<file path="src/hdl/cdr_pkg.sv">
// shared types, constants and helpers of the character display raster
package cdr_pkg;

    localparam int COLUMNS            = 80;
    localparam int TEXT_ROWS          = 16;
    localparam int LINES_PER_ROW      = 10;
    localparam int VIDEO_SIZE         = 1280;
    localparam int GLYPH_SIZE         = 512;
    localparam int FIRST_BLANK_BOTTOM = 9;

    localparam int VIDEO_AW  = $clog2(VIDEO_SIZE);
    localparam int GLYPH_AW  = $clog2(GLYPH_SIZE);
    localparam int CHAR_W    = 6;
    localparam int GLYPH_W   = 8;
    localparam int COL_W     = 7;
    localparam int LINE_W    = 4;
    localparam int ROW_W     = 4;
    localparam int SCAN_W    = 8;
    localparam int ADDR_W    = 11;
    localparam int DATA_W    = 8;
    localparam int START_W   = 11;
    localparam int SUB_LINE_W = 3;

    typedef enum logic [1:0] {
        OP_VIDEO_WR = 2'd0,
        OP_GLYPH_WR = 2'd1,
        OP_TICK     = 2'd2
    } cdr_op_t;

    // write port of the video store
    typedef struct packed {
        logic                en;
        logic [VIDEO_AW-1:0] addr;
        logic [CHAR_W-1:0]   data;
    } cdr_vid_wr_t;

    // write port of the glyph store
    typedef struct packed {
        logic                en;
        logic [GLYPH_AW-1:0] addr;
        logic [GLYPH_W-1:0]  data;
    } cdr_gly_wr_t;

    // position of one cell tick as it travels down the pipeline
    typedef struct packed {
        logic [COL_W-1:0]      column;
        logic [SCAN_W-1:0]     scanline;
        logic                  frame_end;
        logic                  lit;
        logic [SUB_LINE_W-1:0] sub_line;
    } cdr_tick_t;

    // new bits 5..0 are old bits 2,1,0,3,4,5
    function automatic logic [CHAR_W-1:0] permute_code(input logic [CHAR_W-1:0] c);
        permute_code = {c[2], c[1], c[0], c[3], c[4], c[5]};
    endfunction

endpackage

</file>
<file path="src/hdl/cdr_raster.sv">
// raster position counters, start offset register and video address
module cdr_raster (
    input  logic                                 aclk,
    input  logic                                 aresetn,
    input  logic                                 cfg_we,
    input  logic [cdr_pkg::START_W-1:0]          cfg_data,
    input  logic                                 advance,
    output cdr_pkg::cdr_tick_t                   tick,
    output logic [cdr_pkg::VIDEO_AW-1:0]         video_addr
);
    import cdr_pkg::*;

    localparam int SUM_W = VIDEO_AW + 1;

    logic [COL_W-1:0]   col_reg,   col_next;
    logic [LINE_W-1:0]  line_reg,  line_next;
    logic [ROW_W-1:0]   row_reg,   row_next;
    logic [SCAN_W-1:0]  scan_reg,  scan_next;
    logic [START_W-1:0] start_reg, start_next;

    logic             col_last;
    logic             line_last;
    logic             row_last;
    logic [SUM_W-1:0] addr_sum;

    assign col_last  = (col_reg == COL_W'(COLUMNS - 1));
    assign line_last = (line_reg == LINE_W'(LINES_PER_ROW - 1));
    assign row_last  = (row_reg == ROW_W'(TEXT_ROWS - 1));

    // start is kept reduced below the store size, so one subtract suffices
    assign addr_sum = SUM_W'(start_reg) + SUM_W'(row_reg) + {1'b0, col_reg, 4'b0000};

    always_comb begin
        if (addr_sum >= SUM_W'(VIDEO_SIZE)) begin
            video_addr = VIDEO_AW'(addr_sum - SUM_W'(VIDEO_SIZE));
        end else begin
            video_addr = VIDEO_AW'(addr_sum);
        end
    end

    always_comb begin
        tick.column    = col_reg;
        tick.scanline  = scan_reg;
        tick.frame_end = col_last && line_last && row_last;
        tick.lit       = (line_reg != '0) && (line_reg < LINE_W'(FIRST_BLANK_BOTTOM));
        tick.sub_line  = SUB_LINE_W'(line_reg - LINE_W'(1));
    end

    always_comb begin
        start_next = start_reg;
        if (cfg_we) begin
            if (cfg_data >= START_W'(VIDEO_SIZE)) begin
                start_next = cfg_data - START_W'(VIDEO_SIZE);
            end else begin
                start_next = cfg_data;
            end
        end
    end

    always_comb begin
        col_next  = col_reg;
        line_next = line_reg;
        row_next  = row_reg;
        scan_next = scan_reg;
        if (advance) begin
            if (!col_last) begin
                col_next = col_reg + COL_W'(1);
            end else begin
                col_next  = '0;
                scan_next = scan_reg + SCAN_W'(1);
                if (!line_last) begin
                    line_next = line_reg + LINE_W'(1);
                end else begin
                    line_next = '0;
                    if (!row_last) begin
                        row_next = row_reg + ROW_W'(1);
                    end else begin
                        row_next  = '0;
                        scan_next = '0;
                    end
                end
            end
        end
    end

    always_ff @(posedge aclk) begin
        if (!aresetn) begin
            col_reg   <= '0;
            line_reg  <= '0;
            row_reg   <= '0;
            scan_reg  <= '0;
            start_reg <= '0;
        end else begin
            col_reg   <= col_next;
            line_reg  <= line_next;
            row_reg   <= row_next;
            scan_reg  <= scan_next;
            start_reg <= start_next;
        end
    end

endmodule

</file>
<file path="config.mk">
export PLATFORM = sky130hd
export DESIGN_NAME = cdr_raster
export DESIGN_NICKNAME = d
export VERILOG_FILES = /design/src/hdl/cdr_pkg.sv /design/src/hdl/cdr_raster.sv
export SDC_FILE = /design/constraint.sdc
export NUM_CORES = 1
export LEC_CHECK = 0
export BUFFER_PORTS_ARGS = -buffer_cell sky130_fd_sc_hd__buf_2
export CAP_MARGIN = 5
export CORE_ASPECT_RATIO = 0.8
export CORE_MARGIN = 4
export CORE_UTILIZATION = 41
export DETAILED_ROUTE_END_ITERATION = 8
export HOLD_SLACK_MARGIN = 0.06
export SLEW_MARGIN = 10
export SYNTH_ARGS = -nofsm -noshare
export SYNTH_HDL_FRONTEND = slang
export SYNTH_SLANG_ARGS = --single-unit
export TNS_END_PERCENT = 10
</file>
<file path="constraint.sdc">
create_clock -name aclk -period 4.2 [get_ports aclk]
set_input_delay 0.42 -clock aclk [delete_from_list [all_inputs] [get_ports aclk]]
set_output_delay 0.42 -clock aclk [all_outputs]
set_load 0.02 [all_outputs]
</file>
==> flow_summary_export.csv, run 1 <==
group,metric,value,unit
critical_path,rr_worst_depth,8,
critical_path,path_max_fanout,4,
timing,setup_violations,0,
yosys,synth_seq_cells,34,
yosys,yosys_warnings,0,
cts,clk_latency,0.28,ns
die,chipHeight,72.5,um
pwr,power_density,264,nW/um^2
die,io_pins,46,
timing,fin_crit_sh,0.966,
placed_design,dpl.cell_count,346,
final_layout,n_antenna_cell,0,
global_routing,grt_first_pass_wirelength,8120,um
critical_path,cp-start-kind,"register",
run_status,status,"finished, final reports clean",
global_routing,grt_max_degree,24,
timing,worstMarginPinSlew,0.565,ns
critical_path,cp.required,3.78,ns
placed_design,port_buffers,45,
pwr,seqPwrFrac,0.478,
global_routing,grt_overflow,0,
hold_path,worstHoldStart,"cfg_data[4]",
cts,cts_made_buffers,5,
pwr,irDropWorstVdd,0.149,mV
routing,drt_iter0_markers,70,
cts,htree_levels,2,
cts,ctsLongestPathBuffers,2,
final_layout,syn_to_final_growth,24.8,%
final_layout,fin_nets,335,
pwr,p_clk_frac,0.359,
final_layout,largest_reg_flops,11,
yosys,synth_top_cell_area_share,0.320,
critical_path,arrival,3.64,ns
global_routing,grt_usage,0.163,
routing,vias_per_cell,5.09,
final_layout,drive_gt1_frac,0.279,
critical_path,path_class,"reg -> out",
critical_path,crit_path_end_kind,"output pin",
critical_path,r2r-end,"row_reg[0]$_SDFFE_PN0P_",
hold_path,min_path_type,"in -> reg",
pwr,combPwrFrac,0.163,
critical_path,r2r-start,"col_reg[0]$_SDFFE_PN0P_",
cts,clock_sinks,34,
die,design.core.area,5010,um^2
global_routing,antenna_found_initial,0,
cts,clk_pin_slew,0.07,ns
timing,setup_slack,0.142,ns
yosys,synth-edff-count,0,
cts,cts_tree,"done",
yosys,synthSimpleGateAreaFrac,0.207,
hold_path,whs_endpoint,"start_reg[4]$_SDFFE_PN0P_",
yosys,syn_nets,281,
critical_path,r2r_setup_slack,1.83,ns
timing,finalHoldViolCount,0,
pwr,p_sw_frac,0.272,
final_layout,fin_cells,359,
yosys,synthCells,242,
pwr,p_int,0.000511,W
pwr,switching_power,0.000191,W
critical_path,critPathSlowestCell,"or4_4",
yosys,muxShareOfSynthArea,0.0470,
timing,tns,0,ns
global_routing,first_global_vias,1677,
hold_path,worstHoldPathCells,3,
die,num_rows,23,
yosys,ys_seq_area_frac,0.320,
yosys,netlist_area,2130,um^2
critical_path,path_cells,"ha_4 > a211o_1 > a21boi_2 > a21oi_2 > o21ai_1 > nand2b_1 > xnor2_2 > ha_2 > or4b_1 > or4_4 > o31ai_4 > a21boi_2 > mux2i_1 > buf_4",
timing,min_period,4.06,ns
cts,cts-root-buf,"clkbuf_8",
yosys,yosysTopAreaCell,"dfxtp_1",
timing,max-slew-margin-rel,0.621,
yosys,synth_cell_type_count,44,
yosys,yosys.area_share.adder,0.145,
die,start_util,0.425,
yosys,synth-async-reset-ratio,0,
routing,drtPass1Iterations,4,
pwr,p_leak,1.24,nW
flow_run,cap_violations,0,
routing,ant_nets,0,
routing,vias,1829,
yosys,synth_compound_area_frac,0.136,
critical_path,slowest_delay,0.44,ns
die,die_area,6420,um^2
timing,rsz0062_at_grt,"yes",
routing,wire_per_inst,13.9,um
routing,wl,5010,um
cts,holdBufCountCts,0,
timing,slew_viol_final,0,
placed_design,dp_hpwl,3780,um
yosys,synth_area_leaders,"dfxtp_1 (32%), ha_1 (14%), xnor2_1 (7.0%), xor2_1 (4.9%), mux2i_1 (4.7%)",
placed_design,gp_congestion,0.848,
critical_path,cp_common_cell,"a21boi_2",
timing,skew,0.00765,ns
yosys,synth_top_family_by_area,"simple AND/OR/NAND/NOR gates",
yosys,synth_ff_type,"dfxtp_1",
routing,drc,0,
yosys,synth_xor_area_frac,0.119,
yosys,syn_area_per_cell,8.80,um^2
die,die-width,88.6,um
placed_design,place_ws,0.260,ns
timing,max_freq,246,MHz
[placed cells by master (no fill, tap or decap), types with 2 or more instances in the layout]
master,Yosys,final
buf_2,1,43
dfxtp_1,34,30
nor2_1,26,26
nand2_1,23,23
ha_1,23,17
xnor2_1,17,15
xor2_1,12,12
buf_4,0,11
mux2i_1,10,10
nor2b_1,9,9
inv_1,8,8
a21oi_1,8,6
o21ai_0,8,6
clkbuf_8,0,6
nand4_1,5,5
and3_1,5,5
a21boi_0,5,5
nand3_1,4,4
o211ai_1,4,4
ha_2,0,4
o211a_1,3,3
o21ai_1,1,3
nand2b_1,3,3
and2_1,3,3
a21oi_2,0,2
a21boi_2,1,2
nor4_1,2,2
xnor2_2,0,2
nor3_1,2,2
ha_4,0,2
dfxtp_2,0,2
dfxtp_4,0,2
[synth_stat cells, drive strengths merged (3+ instances only)]
master,instances
a21boi,7
a21oi,8
and2,3
and3,5
clkbuf,6
dfxtp,34
ha,23
inv,8
mux2i,10
nand2,23
nand2b,3
nand3,4
nand4,5
nor2,26
nor2b,9
o211a,3
o211ai,4
o21ai,9
xnor2,17
xor2,12
[routing by layer]
layer,vias to the layer above,wire (um),global-route usage
li1,945,-,-
met1,850,2630,0.244
met2,30,2130,0.232
met3,4,189,0.0363
met4,0,59,0.0453
met5,-,0,0
[how the worst max path moves through the flow]
stage	start	end	cells past startpoint
global route	row_reg[1]$_SDFFE_PN0P_	video_addr[9]	14
global placement	row_reg[1]$_SDFFE_PN0P_	video_addr[9]	14
CTS	row_reg[0]$_SDFFE_PN0P_	video_addr[9]	13
floorplan	col_reg[0]$_SDFFE_PN0P_	video_addr[8]	13
detailed placement	row_reg[1]$_SDFFE_PN0P_	video_addr[9]	14
finish	row_reg[1]$_SDFFE_PN0P_	video_addr[9]	14
[repair_timing]
item                       CTS  global route
setup endpoints to repair    2             2
resized for setup            2            23
setup buffers                0             5
pin swaps                    0             7
[final cells by class]
cell class | count | area (um^2)
clock buffer | 7 | 86.3
clock inverter | 1 | 5.00
fill | 503 | 2350
inverter | 8 | 30.0
multi-input combinational | 193 | 1470
sequential | 34 | 691
tap | 62 | 77.6
timing repair buffer | 54 | 298
[kinds of logic after synthesis]
| kind of cell | count (synthesis) |
|---|---|
| compound gates | 41 |
| xor+xnor | 29 |
| fa+ha+maj | 24 |
| buf+inv | 15 |
| flops | 34 |
| mux | 10 |
| simple gates | 89 |
[power groups by stage]
stage / sequential (W) / combinational (W) / clock [W]
5_1_grt: 0.000336 / 0.000126 / 0.000276
2_1_floorplan: 0.000346 / 0.0000675 / 0
3_3_place_gp: 0.000343 / 0.000105 / 0
3_5_place_dp: 0.000343 / 0.000105 / 0
6_report: 0.000335 / 0.000114 / 0.000252
4_1_cts: 0.000336 / 0.000107 / 0.000258
[through the flow]
step	utilization	hold slack, ns	instance area, um^2	total power (W)
floorplan	-	0.458	2130	0.000413
global placement	0.486	0.469	2430	0.000449
detailed placement	0.486	0.475	2430	0.000449
CTS	0.506	0.422	2530	0.000700
global route	0.531	0.442	2660	0.000738
finish	0.531	0.430	2660	0.000702
[critical path: cells and delay by family, from the launching register on]
family / cells / cell delay, ns
simple gates: 3 / 0.96
flops: 1 / 0.37
buf+inv: 1 / 0.16
fa+ha+maj: 2 / 0.42
xor+xnor: 1 / 0.22
mux: 1 / 0.16
compound gates: 6 / 1.07
No activity file was read; power rests on OpenSTA's default activity.
==> inputs of run 2 (changes only) <==
--- a/config.mk
+++ b/config.mk
@@ -12,6 +12,7 @@
 export CORE_UTILIZATION = 41
 export DETAILED_ROUTE_END_ITERATION = 8
 export HOLD_SLACK_MARGIN = 0.06
+export REMOVE_ABC_BUFFERS = 1
 export SLEW_MARGIN = 10
 export SYNTH_ARGS = -nofsm -noshare
 export SYNTH_HDL_FRONTEND = slang
==> flow_summary_export.csv, run 2 (synthesis gave the netlist of run 1 again) <==
group,metric,value,unit
routing,vias_per_cell,5.03,
critical_path,cp-start-kind,"register",
timing,fin_crit_sh,0.983,
critical_path,path_max_fanout,3,
global_routing,first_global_vias,1699,
timing,finalHoldViolCount,0,
critical_path,crit_path_end_kind,"output pin",
die,die_area,6420,um^2
final_layout,n_antenna_cell,0,
timing,rsz0062_at_grt,"yes",
timing,slew_viol_final,0,
critical_path,r2r_setup_slack,1.86,ns
routing,vias,1759,
placed_design,gp_congestion,0.795,
final_layout,fillers,528,
final_layout,syn_to_final_growth,23.4,%
global_routing,grt_usage,0.157,
timing,holdWs,0.407,ns
routing,drt_iter0_markers,54,
critical_path,path_cells,"ha_4 > a211o_1 > a21boi_4 > a21oi_2 > o21ai_1 > nand2b_1 > xnor2_2 > ha_2 > or4b_4 > or4_4 > o31ai_4 > a21boi_2 > mux2i_1 > buf_4",
die,io_pins,46,
timing,min_period,4.13,ns
critical_path,slowest_delay,0.44,ns
timing,max-slew-margin-rel,0.619,
final_layout,stdcell_area,2630,um^2
cts,ctsLongestPathBuffers,2,
critical_path,r2r-start,"col_reg[0]$_SDFFE_PN0P_",
routing,wl,4720,um
die,start_util,0.425,
critical_path,critPathSlowestCell,"or4b_4",
cts,cts_made_buffers,5,
final_layout,multiInputGateArea,1490,um^2
pwr,power_density,262,nW/um^2
timing,max_freq,242,MHz
die,num_rows,23,
timing,worstMarginPinSlew,0.568,ns
critical_path,rr_worst_depth,7,
routing,drtPass1Iterations,4,
cts,cts_tree,"done",
global_routing,grt_overflow,0,
final_layout,fin_util,0.525,
critical_path,arrival,3.71,ns
placed_design,place_ws,0.218,ns
placed_design,place_area,2400,um^2
final_layout,largest_reg_flops,11,
hold_path,whs_endpoint,"start_reg[6]$_SDFFE_PN0P_",
timing,skew,0.00609,ns
placed_design,dp_hpwl,3570,um
run_status,status,"finished, final reports clean",
final_layout,layout_common_cells,"buf_2 (43), dfxtp_1 (27), nor2_1 (26), nand2_1 (23), ha_1 (17)",
cts,clock_sinks,34,
hold_path,min_path_type,"in -> reg",
cts,cts-root-buf,"clkbuf_8",
pwr,irDropWorstVdd,0.140,mV
timing,setup_slack,0.0729,ns
critical_path,path_class,"reg -> out",
flow_run,cap_violations,0,
routing,wire_per_inst,13.5,um
global_routing,antenna_found_initial,0,
global_routing,grt_max_degree,24,
final_layout,final-seq-area,699,um^2
placed_design,port_buffers,45,
critical_path,r2r-end,"row_reg[0]$_SDFFE_PN0P_",
timing,setup_violations,0,
die,design.core.area,5010,um^2
pwr,p_leak,1.21,nW
cts,clk_pin_slew,0.07,ns
routing,drc,0,
hold_path,worstHoldStart,"cfg_data[6]",
final_layout,mostFrequentLayoutCell,"buf_2",
hold_path,worstHoldPathCells,3,
global_routing,grt_first_pass_wirelength,7840,um
routing,ant_nets,0,
final_layout,fin_nets,328,
final_layout,drive_gt1_frac,0.278,
timing,tns,0,ns
cts,htree_levels,2,
die,die-width,88.6,um
cts,clk_latency,0.29,ns
critical_path,cp.required,3.78,ns
die,chipHeight,72.5,um
cts,holdBufCountCts,0,
==> run 2: cell types whose count changed in the layout (fill, tap and decap cells not counted), sizes merged <==
cell	change
buf	-7
clkinv	-1
clkbuf	-1
==> run 2: area by class of cell <==
class / count / area share
clock buffer: 6 / 0.0314
inverter: 8 / 0.0114
multi-input combinational: 193 / 0.568
sequential: 34 / 0.266
tap: 62 / 0.0295
timing repair buffer: 47 / 0.0933
==> run 2: how the worst max path moves through the flow <==
stage / slack (ns) / from / to / cells past startpoint
final: 0.07 / row_reg[1]$_SDFFE_PN0P_ / video_addr[9] / 14
after global routing: -0.18 / row_reg[1]$_SDFFE_PN0P_ / video_addr[9] / 14
after CTS: 0.006 / row_reg[2]$_SDFFE_PN0P_ / video_addr[9] / 14
after detailed placement: 0.22 / row_reg[1]$_SDFFE_PN0P_ / video_addr[9] / 14
after global placement: 0.34 / row_reg[1]$_SDFFE_PN0P_ / video_addr[9] / 14
after floorplan: 0.39 / col_reg[0]$_SDFFE_PN0P_ / video_addr[8] / 13
==> run 2: metrics by stage <==
step                      total power [W]  std cells
after floorplan                  0.000409        235
after global placement           0.000447        342
after detailed placement         0.000446        342
after CTS                        0.000692        348
after global routing             0.000726        350
final                            0.000690        350
==> run 2: worst max-delay path, delay by kind of cell, from the launching register on <==
family                   cells  cell delay, ns
multiplexers                 1            0.17
flip-flops                   1            0.36
buffers and inverters        1            0.16
AO/OA/AOI/OAI                6            1.07
XOR/XNOR                     1            0.23
AND/OR/NAND/NOR              3            0.98
adder cells (fa/ha/maj)      2            0.46
==> run 2: what timing repair did <==
item | CTS | global route
resized for setup | 4 | 30
pin swaps | 0 | 6
buffers inserted | 0 | 2
endpoints found under the setup margin | 2 | 2
==> run 2: metal layers <==
metal | part of all wire | GRT usage
met1 | 0.50 | 0.214
met2 | 0.45 | 0.239
met3 | 0.037 | 0.0386
met4 | 0.015 | 0.0604
met5 | 0 | 0
==> run 2: report_power, final <==
part	leakage, nW	switching (W)	internal (W)	total [W]
Sequential	0.281	0.00000888	0.000330	0.000339
Clock	0.0431	0.000113	0.000126	0.000239
Combinational	0.889	0.0000628	0.0000492	0.000112
